[config.mk]
export PLATFORM = sky130hd
export DESIGN_NAME = pcm_rms_peak_meter_unit
export DESIGN_NICKNAME = d
export VERILOG_FILES = /design/src/rtl/core/pcmrms_pkg.sv /design/src/rtl/core/pcmrms_ctrl.sv /design/src/rtl/core/pcmrms_dp.sv /design/src/rtl/core/pcm_rms_peak_meter_unit.sv
export SDC_FILE = /design/constraint.sdc
export NUM_CORES = 1
export LEC_CHECK = 0
export ABC_AREA = 1
export BUFFER_PORTS_ARGS = -buffer_cell sky130_fd_sc_hd__buf_2
export CAP_MARGIN = 10
export CORE_MARGIN = 10
export CORE_UTILIZATION = 56
export CTS_BUF_LIST = sky130_fd_sc_hd__clkbuf_8
export CTS_CLUSTER_SIZE = 25
export DETAILED_ROUTE_END_ITERATION = 7
export PLACE_DENSITY_LB_ADDON = 0.25
export SLEW_MARGIN = 15
export SYNTH_ARGS = -nofsm -noshare
export SYNTH_HDL_FRONTEND = slang
export SYNTH_SLANG_ARGS = --single-unit
export TNS_END_PERCENT = 1
[constraint.sdc]
create_clock -name clock -period 7.2 [get_ports clock]
set_clock_uncertainty 0.05 [all_clocks]
set_input_delay 0.72 -clock clock [delete_from_list [all_inputs] [get_ports clock]]
set_output_delay 0.72 -clock clock [all_outputs]
set_load 0.02 [all_outputs]
[src/rtl/core/pcmrms_pkg.sv]
// Package for the PCM RMS and peak level meter.
// Holds widths, step counts, the controller state type and the command and status structs.
// Depends on nothing.
package pcmrms_pkg;

   localparam int unsigned SAMPLE_W    = 16;
   localparam int unsigned LEVEL_W     = 15;
   localparam int unsigned SQUARE_W    = 31;
   localparam int unsigned SUM_W       = 51;
   localparam int unsigned CNT_W       = 21;
   localparam int unsigned MAX_SAMPLES = 1048576;
   localparam int unsigned ROOT_W      = 32;
   localparam int unsigned ROOT_IN_W   = 31;
   localparam int unsigned DIV_STEPS   = SUM_W;
   localparam int unsigned ROOT_STEPS  = 16;
   localparam int unsigned STEP_W      = 6;
   localparam int unsigned REQ_DATA_W  = 16;
   localparam int unsigned RSP_DATA_W  = 32;

   localparam logic [LEVEL_W-1:0] LEVEL_MAX = {LEVEL_W{1'b1}};

   typedef enum logic [2:0] {
      ST_ACCUM,
      ST_FLUSH,
      ST_DIV,
      ST_ROOT_LOAD,
      ST_ROOT,
      ST_DONE
   } state_type;

   typedef struct packed {
      logic accept;
      logic flush;
      logic div_step;
      logic root_load;
      logic root_step;
      logic out_load;
   } cmd_type;

   typedef struct packed {
      logic out_free;
   } status_type;

endpackage

[src/rtl/core/pcmrms_ctrl.sv]
// Controller of the PCM level meter: accumulate, divide, square root, deliver.
// Depends on pcmrms_pkg; drives the datapath only through cmd_type and reads status_type.
module pcmrms_ctrl
   import pcmrms_pkg::*;
(
   input  logic       clock,
   input  logic       reset,
   input  logic       req_tvalid,
   input  logic       req_tlast,
   input  status_type status,
   output logic       req_tready,
   output cmd_type    cmd
);

   state_type         state_ff, state_in;
   logic [STEP_W-1:0] cnt_ff, cnt_in;
   logic              div_last;
   logic              root_last;

   assign div_last  = (cnt_ff == STEP_W'(DIV_STEPS - 1));
   assign root_last = (cnt_ff == STEP_W'(ROOT_STEPS - 1));

   always_ff @(posedge clock) begin
      if (reset) begin
         state_ff <= ST_ACCUM;
         cnt_ff   <= '0;
      end else begin
         state_ff <= state_in;
         cnt_ff   <= cnt_in;
      end
   end

   // next state and step counter
   always_comb begin
      state_in = state_ff;
      cnt_in   = '0;
      case (state_ff)
         ST_ACCUM: begin
            if (req_tvalid && req_tlast) state_in = ST_FLUSH;
         end
         ST_FLUSH: begin
            state_in = ST_DIV;
         end
         ST_DIV: begin
            if (div_last) state_in = ST_ROOT_LOAD;
            else          cnt_in   = cnt_ff + STEP_W'(1);
         end
         ST_ROOT_LOAD: begin
            state_in = ST_ROOT;
         end
         ST_ROOT: begin
            if (root_last) state_in = ST_DONE;
            else           cnt_in   = cnt_ff + STEP_W'(1);
         end
         ST_DONE: begin
            if (status.out_free) state_in = ST_ACCUM;
         end
         default: begin
            state_in = ST_ACCUM;
         end
      endcase
   end

   // commands
   always_comb begin
      cmd        = '0;
      req_tready = 1'b0;
      case (state_ff)
         ST_ACCUM: begin
            req_tready = 1'b1;
            cmd.accept = req_tvalid;
         end
         ST_FLUSH:     cmd.flush     = 1'b1;
         ST_DIV:       cmd.div_step  = 1'b1;
         ST_ROOT_LOAD: cmd.root_load = 1'b1;
         ST_ROOT:      cmd.root_step = 1'b1;
         ST_DONE:      cmd.out_load  = status.out_free;
         default:      cmd           = '0;
      endcase
   end

endmodule

[src/rtl/core/pcmrms_dp.sv]
// Datapath of the PCM level meter: square and accumulate, restoring divider,
// bit-pair square root and the result register. Depends on pcmrms_pkg.
module pcmrms_dp
   import pcmrms_pkg::*;
(
   input  logic                  clock,
   input  logic                  reset,
   input  cmd_type               cmd,
   input  logic [SAMPLE_W-1:0]   sample,
   input  logic                  rsp_tready,
   output status_type            status,
   output logic                  rsp_tvalid,
   output logic [LEVEL_W-1:0]    rms_level,
   output logic [LEVEL_W-1:0]    peak_level
);

   // accumulation
   logic [SAMPLE_W-1:0]   mag;
   logic [LEVEL_W-1:0]    pk;
   logic [2*SAMPLE_W-1:0] product;
   logic [SQUARE_W-1:0]   sq_ff;
   logic                  sq_vld_ff, sq_vld_in;
   logic [SUM_W-1:0]      sum_ff, sum_in;
   logic [SUM_W-1:0]      sq_term;
   logic [CNT_W-1:0]      count_ff, count_in;
   logic [LEVEL_W-1:0]    peak_ff, peak_in;
   logic                  room;

   // divider
   logic [SUM_W-1:0]      quo_ff, quo_in;
   logic [CNT_W-1:0]      rem_ff, rem_in;
   logic [CNT_W-1:0]      div_ff;
   logic [CNT_W:0]        trial;
   logic [CNT_W+1:0]      diff;
   logic                  div_ge;

   // square root
   logic [ROOT_W-1:0]     rv_ff, rv_in;
   logic [ROOT_W-1:0]     res_ff, res_in;
   logic [ROOT_W-1:0]     bit_ff, bit_in;
   logic [ROOT_W-1:0]     res_bit;

   logic [LEVEL_W-1:0]    peak_hold_ff;
   logic                  rsp_valid_ff, rsp_valid_in;
   logic [LEVEL_W-1:0]    rms_ff;
   logic [LEVEL_W-1:0]    peak_out_ff;

   // -32768 negates to 0x8000, read as unsigned 32768
   assign mag     = sample[SAMPLE_W-1] ? SAMPLE_W'(~sample + SAMPLE_W'(1)) : sample;
   assign pk      = mag[SAMPLE_W-1] ? LEVEL_MAX : mag[LEVEL_W-1:0];
   assign product = mag * mag;
   assign room    = (count_ff < CNT_W'(MAX_SAMPLES));
   assign sq_term = sq_vld_ff ? {{(SUM_W-SQUARE_W){1'b0}}, sq_ff} : '0;

   always_comb begin
      sq_vld_in = cmd.accept && room;
      sum_in    = cmd.flush ? '0 : sum_ff + sq_term;
      count_in  = count_ff;
      peak_in   = peak_ff;
      if (cmd.flush) begin
         count_in = '0;
         peak_in  = '0;
      end else if (cmd.accept) begin
         if (room) count_in = count_ff + CNT_W'(1);
         if (pk > peak_ff) peak_in = pk;
      end
   end

   always_ff @(posedge clock) begin
      if (reset) begin
         sq_vld_ff <= 1'b0;
         sum_ff    <= '0;
         count_ff  <= '0;
         peak_ff   <= '0;
      end else begin
         sq_vld_ff <= sq_vld_in;
         sum_ff    <= sum_in;
         count_ff  <= count_in;
         peak_ff   <= peak_in;
      end
   end

   always_ff @(posedge clock) begin
      if (cmd.accept) sq_ff <= product[SQUARE_W-1:0];
   end

   // one quotient bit per step, dividend shifted out of quo_ff from the top
   assign trial  = {rem_ff, quo_ff[SUM_W-1]};
   assign diff   = {1'b0, trial} - {2'b00, div_ff};
   assign div_ge = !diff[CNT_W+1];

   always_comb begin
      quo_in = quo_ff;
      rem_in = rem_ff;
      if (cmd.flush) begin
         quo_in = sum_ff + sq_term;
         rem_in = '0;
      end else if (cmd.div_step) begin
         quo_in = {quo_ff[SUM_W-2:0], div_ge};
         rem_in = div_ge ? diff[CNT_W-1:0] : trial[CNT_W-1:0];
      end
   end

   always_ff @(posedge clock) begin
      quo_ff <= quo_in;
      rem_ff <= rem_in;
      if (cmd.flush) begin
         div_ff       <= count_ff;
         peak_hold_ff <= peak_ff;
      end
   end

   // the mean never exceeds 2^30, so the root needs sixteen bit pairs
   assign res_bit = res_ff + bit_ff;

   always_comb begin
      rv_in  = rv_ff;
      res_in = res_ff;
      bit_in = bit_ff;
      if (cmd.root_load) begin
         rv_in  = {{(ROOT_W-ROOT_IN_W){1'b0}}, quo_ff[ROOT_IN_W-1:0]};
         res_in = '0;
         bit_in = ROOT_W'(1) << (2 * (ROOT_STEPS - 1));
      end else if (cmd.root_step) begin
         if (rv_ff >= res_bit) begin
            rv_in  = rv_ff - res_bit;
            res_in = (res_ff >> 1) + bit_ff;
         end else begin
            res_in = res_ff >> 1;
         end
         bit_in = bit_ff >> 2;
      end
   end

   always_ff @(posedge clock) begin
      rv_ff  <= rv_in;
      res_ff <= res_in;
      bit_ff <= bit_in;
   end

   // result register: frees the controller while a result waits
   assign status.out_free = !rsp_valid_ff || rsp_tready;

   always_comb begin
      rsp_valid_in = rsp_valid_ff;
      if (cmd.out_load)    rsp_valid_in = 1'b1;
      else if (rsp_tready) rsp_valid_in = 1'b0;
   end

   always_ff @(posedge clock) begin
      if (reset) rsp_valid_ff <= 1'b0;
      else       rsp_valid_ff <= rsp_valid_in;
   end

   always_ff @(posedge clock) begin
      if (cmd.out_load) begin
         rms_ff      <= (res_ff > ROOT_W'(LEVEL_MAX)) ? LEVEL_MAX : res_ff[LEVEL_W-1:0];
         peak_out_ff <= peak_hold_ff;
      end
   end

   assign rsp_tvalid = rsp_valid_ff;
   assign rms_level  = rms_ff;
   assign peak_level = peak_out_ff;

endmodule

[src/rtl/core/pcm_rms_peak_meter_unit.sv]
// Top level of the PCM RMS and peak level meter.
// Depends on pcmrms_pkg, pcmrms_ctrl and pcmrms_dp.
//
//   channel | dir | tdata                               | tlast
//   req_    | in  | [15:0] sample (signed)              | is_last
//   rsp_    | out | [14:0] rms_level, [29:15] peak_level | -
//
// Samples are taken one a cycle while the input is open; squaring sits one stage ahead of the 51-bit sum.
// A beat with tlast closes the input; the controller then closes the sum, runs the
// one-bit-a-cycle divider, loads and runs the square root, and loads the result.
// Reset is synchronous and clears the sums, count, peak and the result valid.
// A result held by a stalled rsp_ side does not block the next buffer; only the
// following result waits for it.
module pcm_rms_peak_meter_unit
   import pcmrms_pkg::*;
(
   input  logic                  clock,
   input  logic                  reset,
   input  logic                  req_tvalid,
   output logic                  req_tready,
   input  logic [REQ_DATA_W-1:0] req_tdata,   // [15:0] sample
   input  logic                  req_tlast,   // is_last
   output logic                  rsp_tvalid,
   input  logic                  rsp_tready,
   output logic [RSP_DATA_W-1:0] rsp_tdata    // [14:0] rms_level, [29:15] peak_level, zero above
);

   cmd_type            cmd;
   status_type         status;
   logic [LEVEL_W-1:0] rms_level;
   logic [LEVEL_W-1:0] peak_level;

   pcmrms_ctrl u_ctrl (
      .clock      (clock),
      .reset      (reset),
      .req_tvalid (req_tvalid),
      .req_tlast  (req_tlast),
      .status     (status),
      .req_tready (req_tready),
      .cmd        (cmd)
   );

   pcmrms_dp u_dp (
      .clock      (clock),
      .reset      (reset),
      .cmd        (cmd),
      .sample     (req_tdata[SAMPLE_W-1:0]),
      .rsp_tready (rsp_tready),
      .status     (status),
      .rsp_tvalid (rsp_tvalid),
      .rms_level  (rms_level),
      .peak_level (peak_level)
   );

   assign rsp_tdata = {{(RSP_DATA_W-2*LEVEL_W){1'b0}}, peak_level, rms_level};

   // the end of a buffer closes the input until its result is loaded
   a_last_closes_input: assert property (@(posedge clock) disable iff (reset)
      (req_tvalid && req_tready && req_tlast) |=> !req_tready)
      else $error("input still open after the last beat of a buffer");

   // a new result never overwrites one that is still waiting
   a_no_overwrite: assert property (@(posedge clock) disable iff (reset)
      cmd.out_load |-> (!rsp_tvalid || rsp_tready))
      else $error("result loaded over a stalled beat");

   // a result only appears after the controller has loaded one
   a_valid_from_load: assert property (@(posedge clock) disable iff (reset)
      $rose(rsp_tvalid) |-> $past(cmd.out_load))
      else $error("result valid without a load");

endmodule
==> results of run 1 <==
==> layer usage <==
metal,vias up,track usage,share of wire
met3,196,0.0306,0.048
met4,0,0.112,0.040
li1,14500,-,-
met5,-,0,0
met2,779,0.477,0.50
met1,13500,0.325,0.41
==> per-stage QoR <==
stage	hold slack, ns	cells	power, W	instance area, sq um
after floorplan	0.350	4573	0.0123	31800
after global placement	0.353	5376	0.0162	33200
after detailed placement	0.357	5376	0.0163	33200
after CTS	0.271	5492	0.0187	34700
after global routing	0.299	5493	0.0203	34700
final	0.318	5493	0.0187	34700
==> area by class of cell <==
type,instances,area [sq um],share of cell area
diodes,1,2.50,0.0000720
clock buffers,69,950,0.0273
clock inverters,47,576,0.0166
inverters,895,3360,0.0969
multi-input cells,3241,19300,0.555
flip-flops and latches,346,8710,0.251
well taps,756,946,0.0272
repair buffers,138,906,0.0261
==> critical path, cell delays in order <==
cell,delay (ns)
buf_2,0.17
inv_4,0.07
ha_1,0.16
nand4_1,0.15
o21ai_1,0.24
or2_2,0.15
nand2_1,0.06
inv_1,0.15
nor2_1,0.11
fa_1,0.54
inv_1,0.05
fa_1,0.47
inv_1,0.05
fa_1,0.49
inv_1,0.05
fa_1,0.47
inv_1,0.05
fa_1,0.53
inv_1,0.05
fa_1,0.57
inv_1,0.07
ha_1,0.36
a21o_1,0.22
a31oi_1,0.24
buf_4,0.17
o21ai_0,0.16
buf_4,0.19
xor2_1,0.15
==> sequential cells by signal, indices dropped and copies added (netlist names), 6 cells and up <==
name,count
u_ctrl.cnt_ff,6
u_dp.bit_ff,16
u_dp.count_ff,21
u_dp.div_ff,21
u_dp.peak_ff,15
u_dp.peak_hold_ff,15
u_dp.peak_level,15
u_dp.quo_ff,51
u_dp.rem_ff,21
u_dp.res_ff,32
u_dp.rms_level,15
u_dp.rv_ff,32
u_dp.sq_ff,30
u_dp.sum_ff,51
==> placed cells by master, fill, tap and decap left out, types with 18 or more instances in the layout <==
cell type     n
nand2_1    1395
inv_1       894
nor2_1      366
nand3_1     313
ha_1        234
edfxtp_1    178
a21oi_1     177
dfxtp_1     168
fa_1        167
o21ai_0     128
buf_4        86
clkbuf_8     69
xor2_1       67
nand4_1      63
xnor2_1      56
buf_2        52
nor3_1       44
o21ai_1      42
nand2_2      18
==> kinds of logic after synthesis <==
kind of cell	Yosys count
other	2
buffers and inverters	986
AO/OA/AOI/OAI	416
flip-flops	346
XOR/XNOR	123
AND/OR/NAND/NOR	2287
adder cells (fa/ha/maj)	401
==> power by group through the flow <==
stage / logic, W / clock network, W / registers (W)
2_1_floorplan: 0.00880 / 0 / 0.00354
6_report: 0.0127 / 0.00229 / 0.00369
3_5_place_dp: 0.0125 / 0 / 0.00371
5_1_grt: 0.0142 / 0.00241 / 0.00376
3_3_place_gp: 0.0125 / 0 / 0.00370
4_1_cts: 0.0126 / 0.00233 / 0.00368
==> worst min-delay path by stage <==
stage,to,slack (ns),depth (start not counted)
2_1_floorplan,u_dp.peak_level[0]$_DFFE_PP_,0.35,0
3_3_place_gp,u_dp.peak_level[9]$_DFFE_PP_,0.35,0
3_5_place_dp,u_dp.peak_level[1]$_DFFE_PP_,0.36,0
4_1_cts,u_dp.rsp_tvalid$_SDFFE_PP0P_,0.27,2
5_1_grt,u_dp.rsp_tvalid$_SDFFE_PP0P_,0.30,2
6_report,u_dp.rsp_tvalid$_SDFFE_PP0P_,0.32,2
==> run summary, run 1 <==
Worst Setup EP - u_dp.sq_ff[12]$_DFFE_PP_
Max Freq - 154 MHz
Core area - 56300 sq um
Setup violations, final - 0
Adder-cell share of the synthesized area - 0.197
Drt drc - 0
Initial antenna violation count - 1
Clock buffer depth - 3
Area delta synth->final - 9.36%
Critical Path AT - 6.86 ns
Avg Vias per Cell - 5.27
GPL Wtd Cong - 0.988
Flops & latches, synth - 346
CTS root buf - clkbuf_8
Global-route wire length before repair - 145 mm
Startpoint types - input pin
Number of global-route vias before repair - 28100
Clk sink count - 346
Primary FF master, synth - edfxtp_1
CTS tree - built
EDFF count, synth - 178
Worst EP required - 7.58 ns
R2R Path End - u_dp.rv_ff[29]$_DFFE_PP_
Register area share after synthesis - 0.274
Largest net degree at the start of global routing - 78
Combinational power share - 0.680
Sw Share - 0.506
Resize count post-CTS - 0
Post-synthesis compound-gate area fraction - 0.0710
Power share of the clock group - 0.123
Post-place setup slack - 0.0665 ns
Die area - 66600 sq um
Crit. End Element - flop
# nets final - 5105
Max Slew Vio Count - 0
Unrepaired setup endpoints after global routing - no
GRT Residual Overflow - 0
HP Class - in -> reg
Power Density - 538 nW/um^2
Fillers - 5486
Main combinational cell family by area after synthesis - simple AND/OR/NAND/NOR gates
Top-area cell type share of the netlist area - 0.168
Hold Fails Final Rpt - 0
Crit path launch - req_tdata[0]
Count leader, synth - nand2_1
Status - finished clean
Simple-gate area share of the yosys netlist - 0.303
DP HPWL - 72.8 mm
R2R depth - 17
Die Height - 258 microns
Initial Util - 0.564
Yosys warns - 0
Post-CTS Hold Fix Bufs - 0
# Post-CTS Setup Buffers - 0
Layout cells sized above 1 - 0.0659
Cells after Synth - 4561
Synth cell types - 60
Period Utilization, post-route - 0.901
Top post-synthesis cells by area - edfxtp_1 17%, nand2_1 16%, dfxtp_1 11%, fa_1 11%, inv_1 10%
Htree depth - 2
Routed WL per cell - 16.5 microns
Global-route usage over all layers - 0.268
Sequential share of power - 0.198
Placement row count - 87
Mean Syn Cell Area - 6.96 sq um
Slew at the pin with the worst max-slew slack - 1.15 ns
Max-slew headroom - 0.232
IO Port Bufs - 52
Setup WS post-layout - 0.715 ns
Final core occ - 0.617
Hold Path Origin - reset
Worst-path clk slew - 0.06 ns
Die X - 258 microns
Synth Area in XOR/XNOR - 0.0339
Async set-or-reset flop fraction in the synthesized netlist - 0
Mux contribution to synthesized area - 0
Crit-path max FO - 5
Cts bufs inserted - 61
Post-Syn Area - 31800 sq um
Pint - 0.00923 W
Worst Setup Path Type - in -> reg
Flop-to-flop setup slack - 2.21 ns
Final min period - 6.49 ns
Largest area contributor in the netlist - edfxtp_1
Setup TNS Final - 0 ns
Critical R2R Launch - u_dp.res_ff[18]$_SDFFE_PP0P_
Detailed-route via count - 28900
Max-Cap Viols - 0
Pre-Repair DR Iteration Count - 8
Sw power - 0.00946 W
Worst skew pair latency - 0.70 ns
Synth cell count leaders - 1395 x nand2_1, 878 x inv_1, 367 x nor2_1
Io pins - 55
Leak - 17.8 nW
Remaining antenna violation count - 0
Drt total wl - 90.6 mm
Maximum VDD drop - 0.000561 V
Iteration-0 DRC count of the detailed router - 2055
Power figures use the tool's default switching activity.
==> inputs of run 2 (changes only) <==
Settings changed: MAX_ROUTING_LAYER set to met4, SYNTH_HIERARCHICAL set to 1.
==> run 2 against run 1 <==
Compared with the run above: final area is 4.8% lower; final cell count down 7.6%; non-clock buffer count shrank 26; register-to-register slack improved by 0.06 ns; highest routed layer unchanged; count of clock-buffer cells in the layout fell by 4; hold slack got worse by 0.025 ns; first-iteration DRC count increased by 1.8%; critical endpoint is now u_dp/sq_ff[30]$_DFFE_PP_; maximum frequency is 2.5% lower; sequential share of layout area rose by 1.3 points; setup slack lost 0.16 ns; utilization down 0.30 points; critical path depth grew 3.
==> run summary, run 2 <==
Largest net degree at the start of global routing - 59 (-24%)
Max Freq - 150 MHz (-2.5%)
Cts bufs inserted - 59 (-3.3%)
Detailed-route via count - 27000 (-6.6%)
Remaining antenna violation count - 0 (unchanged)
GPL Wtd Cong - 0.996 (+0.82%)
Worst Setup Path Type - in -> reg
Drt total wl - 79.4 mm (-12%)
CP bufs+invs - 10 (-1)
Number of global-route vias before repair - 26900 (-4.3%)
Htree depth - 2 (unchanged)
Global-route usage over all layers - 0.261 (-0.00739)
Cells after Synth - 4237 (-7.1%)
DP HPWL - 63.4 mm (-13%)
Slowest stage delay, CP - 0.54 ns (-0.03 ns)
Largest area contributor in the netlist - edfxtp_1
Die Height - 253 microns (-2.0%)
Post-place setup slack - -0.119 ns (-0.186 ns)
Iteration-0 DRC count of the detailed router - 2091 (+1.8%)
EDFF count, synth - 178 (unchanged)
HP Class - in -> reg
Status - finished clean
Cell count after placement - 4966 (-7.6%)
Critical Path AT - 7.02 ns (+0.16 ns)
Post-route insts no fill - 5076 (-7.6%)
Hold Fails Final Rpt - 0 (unchanged)
Synth cell types - 58 (-3.3%)
Regs by FF count - u_dp/quo_ff: 51 flops, u_dp/sum_ff: 51 flops
Commonest non-fill, non-tap cell in the layout - nand2_1
Worst EP required - 7.57 ns (about the same)
Worst skew pair latency - 0.68 ns (-0.02 ns)
Most frequent cells in the layout - 1177 x nand2_1, 733 x inv_1, 412 x nor2_1
Max-slew headroom - 0.273 (+0.0402)
Primary FF master, synth - edfxtp_1
Routed WL per cell - 15.6 microns (-5.2%)
Placement row count - 85 (-2.3%)
Top cell by count, worst path - inv_1
Clock buffer depth - 3 (unchanged)
Layout cells sized above 1 - 0.0630 (-0.00285)
Slew at the pin with the worst max-slew slack - 1.09 ns (-0.0575 ns)
Setup WS post-layout - 0.550 ns (-0.164 ns)
Period Utilization, post-route - 0.924 (+0.0228)
Crit-path max FO - 6 (+1)
Max Slew Vio Count - 0 (unchanged)
Startpoint types - input pin
Top-area cell type share of the netlist area - 0.176 (+0.00762)
Top post-synthesis cells by area - edfxtp_1 18%, nand2_1 15%, dfxtp_1 11%, fa_1 11%, ha_1 9.5%
Async set-or-reset flop fraction in the synthesized netlist - 0 (unchanged)
Register area share after synthesis - 0.287 (+0.0124)
Worst-path clk slew - 0.08 ns (+0.02 ns)
Final min period - 6.65 ns (+0.164 ns)
Clk sink count - 346 (unchanged)
IO Port Bufs - 52 (unchanged)
Die area - 64000 sq um (-4.0%)
Post-Syn Area - 30400 sq um (-4.3%)
Setup TNS Final - 0 ns (unchanged)
Mean Syn Cell Area - 7.17 sq um (+3.0%)
Area delta synth->final - 8.78%
CTS root buf - clkbuf_8
Unrepaired setup endpoints after global routing - no
Pre-Repair DR Iteration Count - 6 (-2)
Core area - 53800 sq um (-4.4%)
CTS tree - built
Die X - 253 microns (-2.0%)
Synth cell count leaders - 1177 x nand2_1, 723 x inv_1, 415 x nor2_1
Avg Vias per Cell - 5.33 (+1.1%)
Post-CTS Hold Fix Bufs - 0 (unchanged)
GRT Residual Overflow - 0 (unchanged)
Global-route wire length before repair - 134 mm (-7.8%)
Worst path top cell family by delay - adder cells
WHS - 0.293 ns (-0.0255 ns)
Io pins - 55 (unchanged)
Yosys warns - 6 (+6)
Initial antenna violation count - 1 (unchanged)
Setup violations, final - 0 (unchanged)
Count leader, synth - nand2_1
CP max stage cell - fa_1
# nets final - 4749 (-7.0%)
Crit. End Element - flop
Initial Util - 0.565 (about the same)
Drt drc - 0 (unchanged)
Max-Cap Viols - 0 (unchanged)
Flops & latches, synth - 346 (unchanged)
[run 2: changes by cell type after synthesis, sizes merged, moves of 17 or more]
cell | before | now
inv | 894 | 737
o211ai | 3 | 20
nand3 | 319 | 267
a21oi | 179 | 228
buf | 57 | 23
nor2 | 378 | 428
clkbuf | 34 | 66
nand2 | 1414 | 1186
[run 2: through the flow]
stage,instance area [sq um],util
2_1_floorplan,30400,-
3_3_place_gp,31600,0.588
3_5_place_dp,31600,0.588
4_1_cts,33000,0.614
5_1_grt,33100,0.614
6_report,33100,0.614
[run 2: kinds of logic after synthesis]
| family | count (synthesis) | share of synthesized area |
|---|---|---|
| simple gates | 2050 | 0.282 |
| buf+inv | 830 | 0.104 |
| flops | 346 | 0.287 |
| xor+xnor | 107 | 0.0311 |
| fa+ha+maj | 397 | 0.205 |
| compound gates | 504 | 0.0913 |
| other cells | 3 | 0.000371 |
[run 2: final cells by class]
type	count	area, sq um
timing repair buffer	112	711
clock buffer	65	895
antenna	1	2.50
inverter	741	2780
tap	696	871
clock inverter	44	509
sequential	346	8710
multi-input combinational	3071	18600
fill	5071	20800
[run 2: timing repair]
action / CTS / global route
gates resized for setup: 0 / 1
buffers inserted: 0 / 0
endpoints found under the setup margin: 0 / 1
[run 2: worst reg2reg max path, stage by stage, from the launching register on]
cell and delay, ns:
dfxtp_1 0.37, ha_1 0.19, ha_1 0.19, nand2_1 0.06
a21oi_1 0.20, nand2_1 0.07, nand2_1 0.08, nand2_1 0.08
o21ai_1 0.31, nand2_1 0.10, nand2_1 0.19, nand3_1 0.15
nand3b_1 0.11, nand2_1 0.08, ha_1 0.40, nand2_1 0.12
nor2_1 0.17, nand3_1 0.19, nor2_4 0.20, nand4_4 0.31
nand3_2 0.23, nand2_1 0.17, nand2_1 0.13, buf_4 0.39
[run 2: per-layer routing]
| metal | track usage | routed length (microns) |
|---|---|---|
| met5 | - | 0 |
| met4 | 0.0810 | 2400 |
| met3 | 0.0316 | 4470 |
| met2 | 0.435 | 37800 |
| met1 | 0.328 | 34700 |
[run 2: worst paths after layout]
path / start / endpoint / slack (ns) / cells after the start
worst max register to register: u_dp/res_ff[0]$_SDFFE_PP0P_ / u_dp/rv_ff[1]$_DFFE_PP_ / 2.27 / 23
worst min register to register: u_dp/peak_hold_ff[7]$_DFFE_PP_ / u_dp/peak_level[7]$_DFFE_PP_ / 0.37 / 0
worst min-delay path: reset / u_ctrl/state_ff[1]$_SDFFE_PP0P_ / 0.29 / 2
worst max-delay path: req_tdata[0] / u_dp/sq_ff[30]$_DFFE_PP_ / 0.55 / 31
Power of run 2 is left out: the tool's default activity adds up to more than one toggle a clock period on the data nets, which glitch-free logic cannot reach.
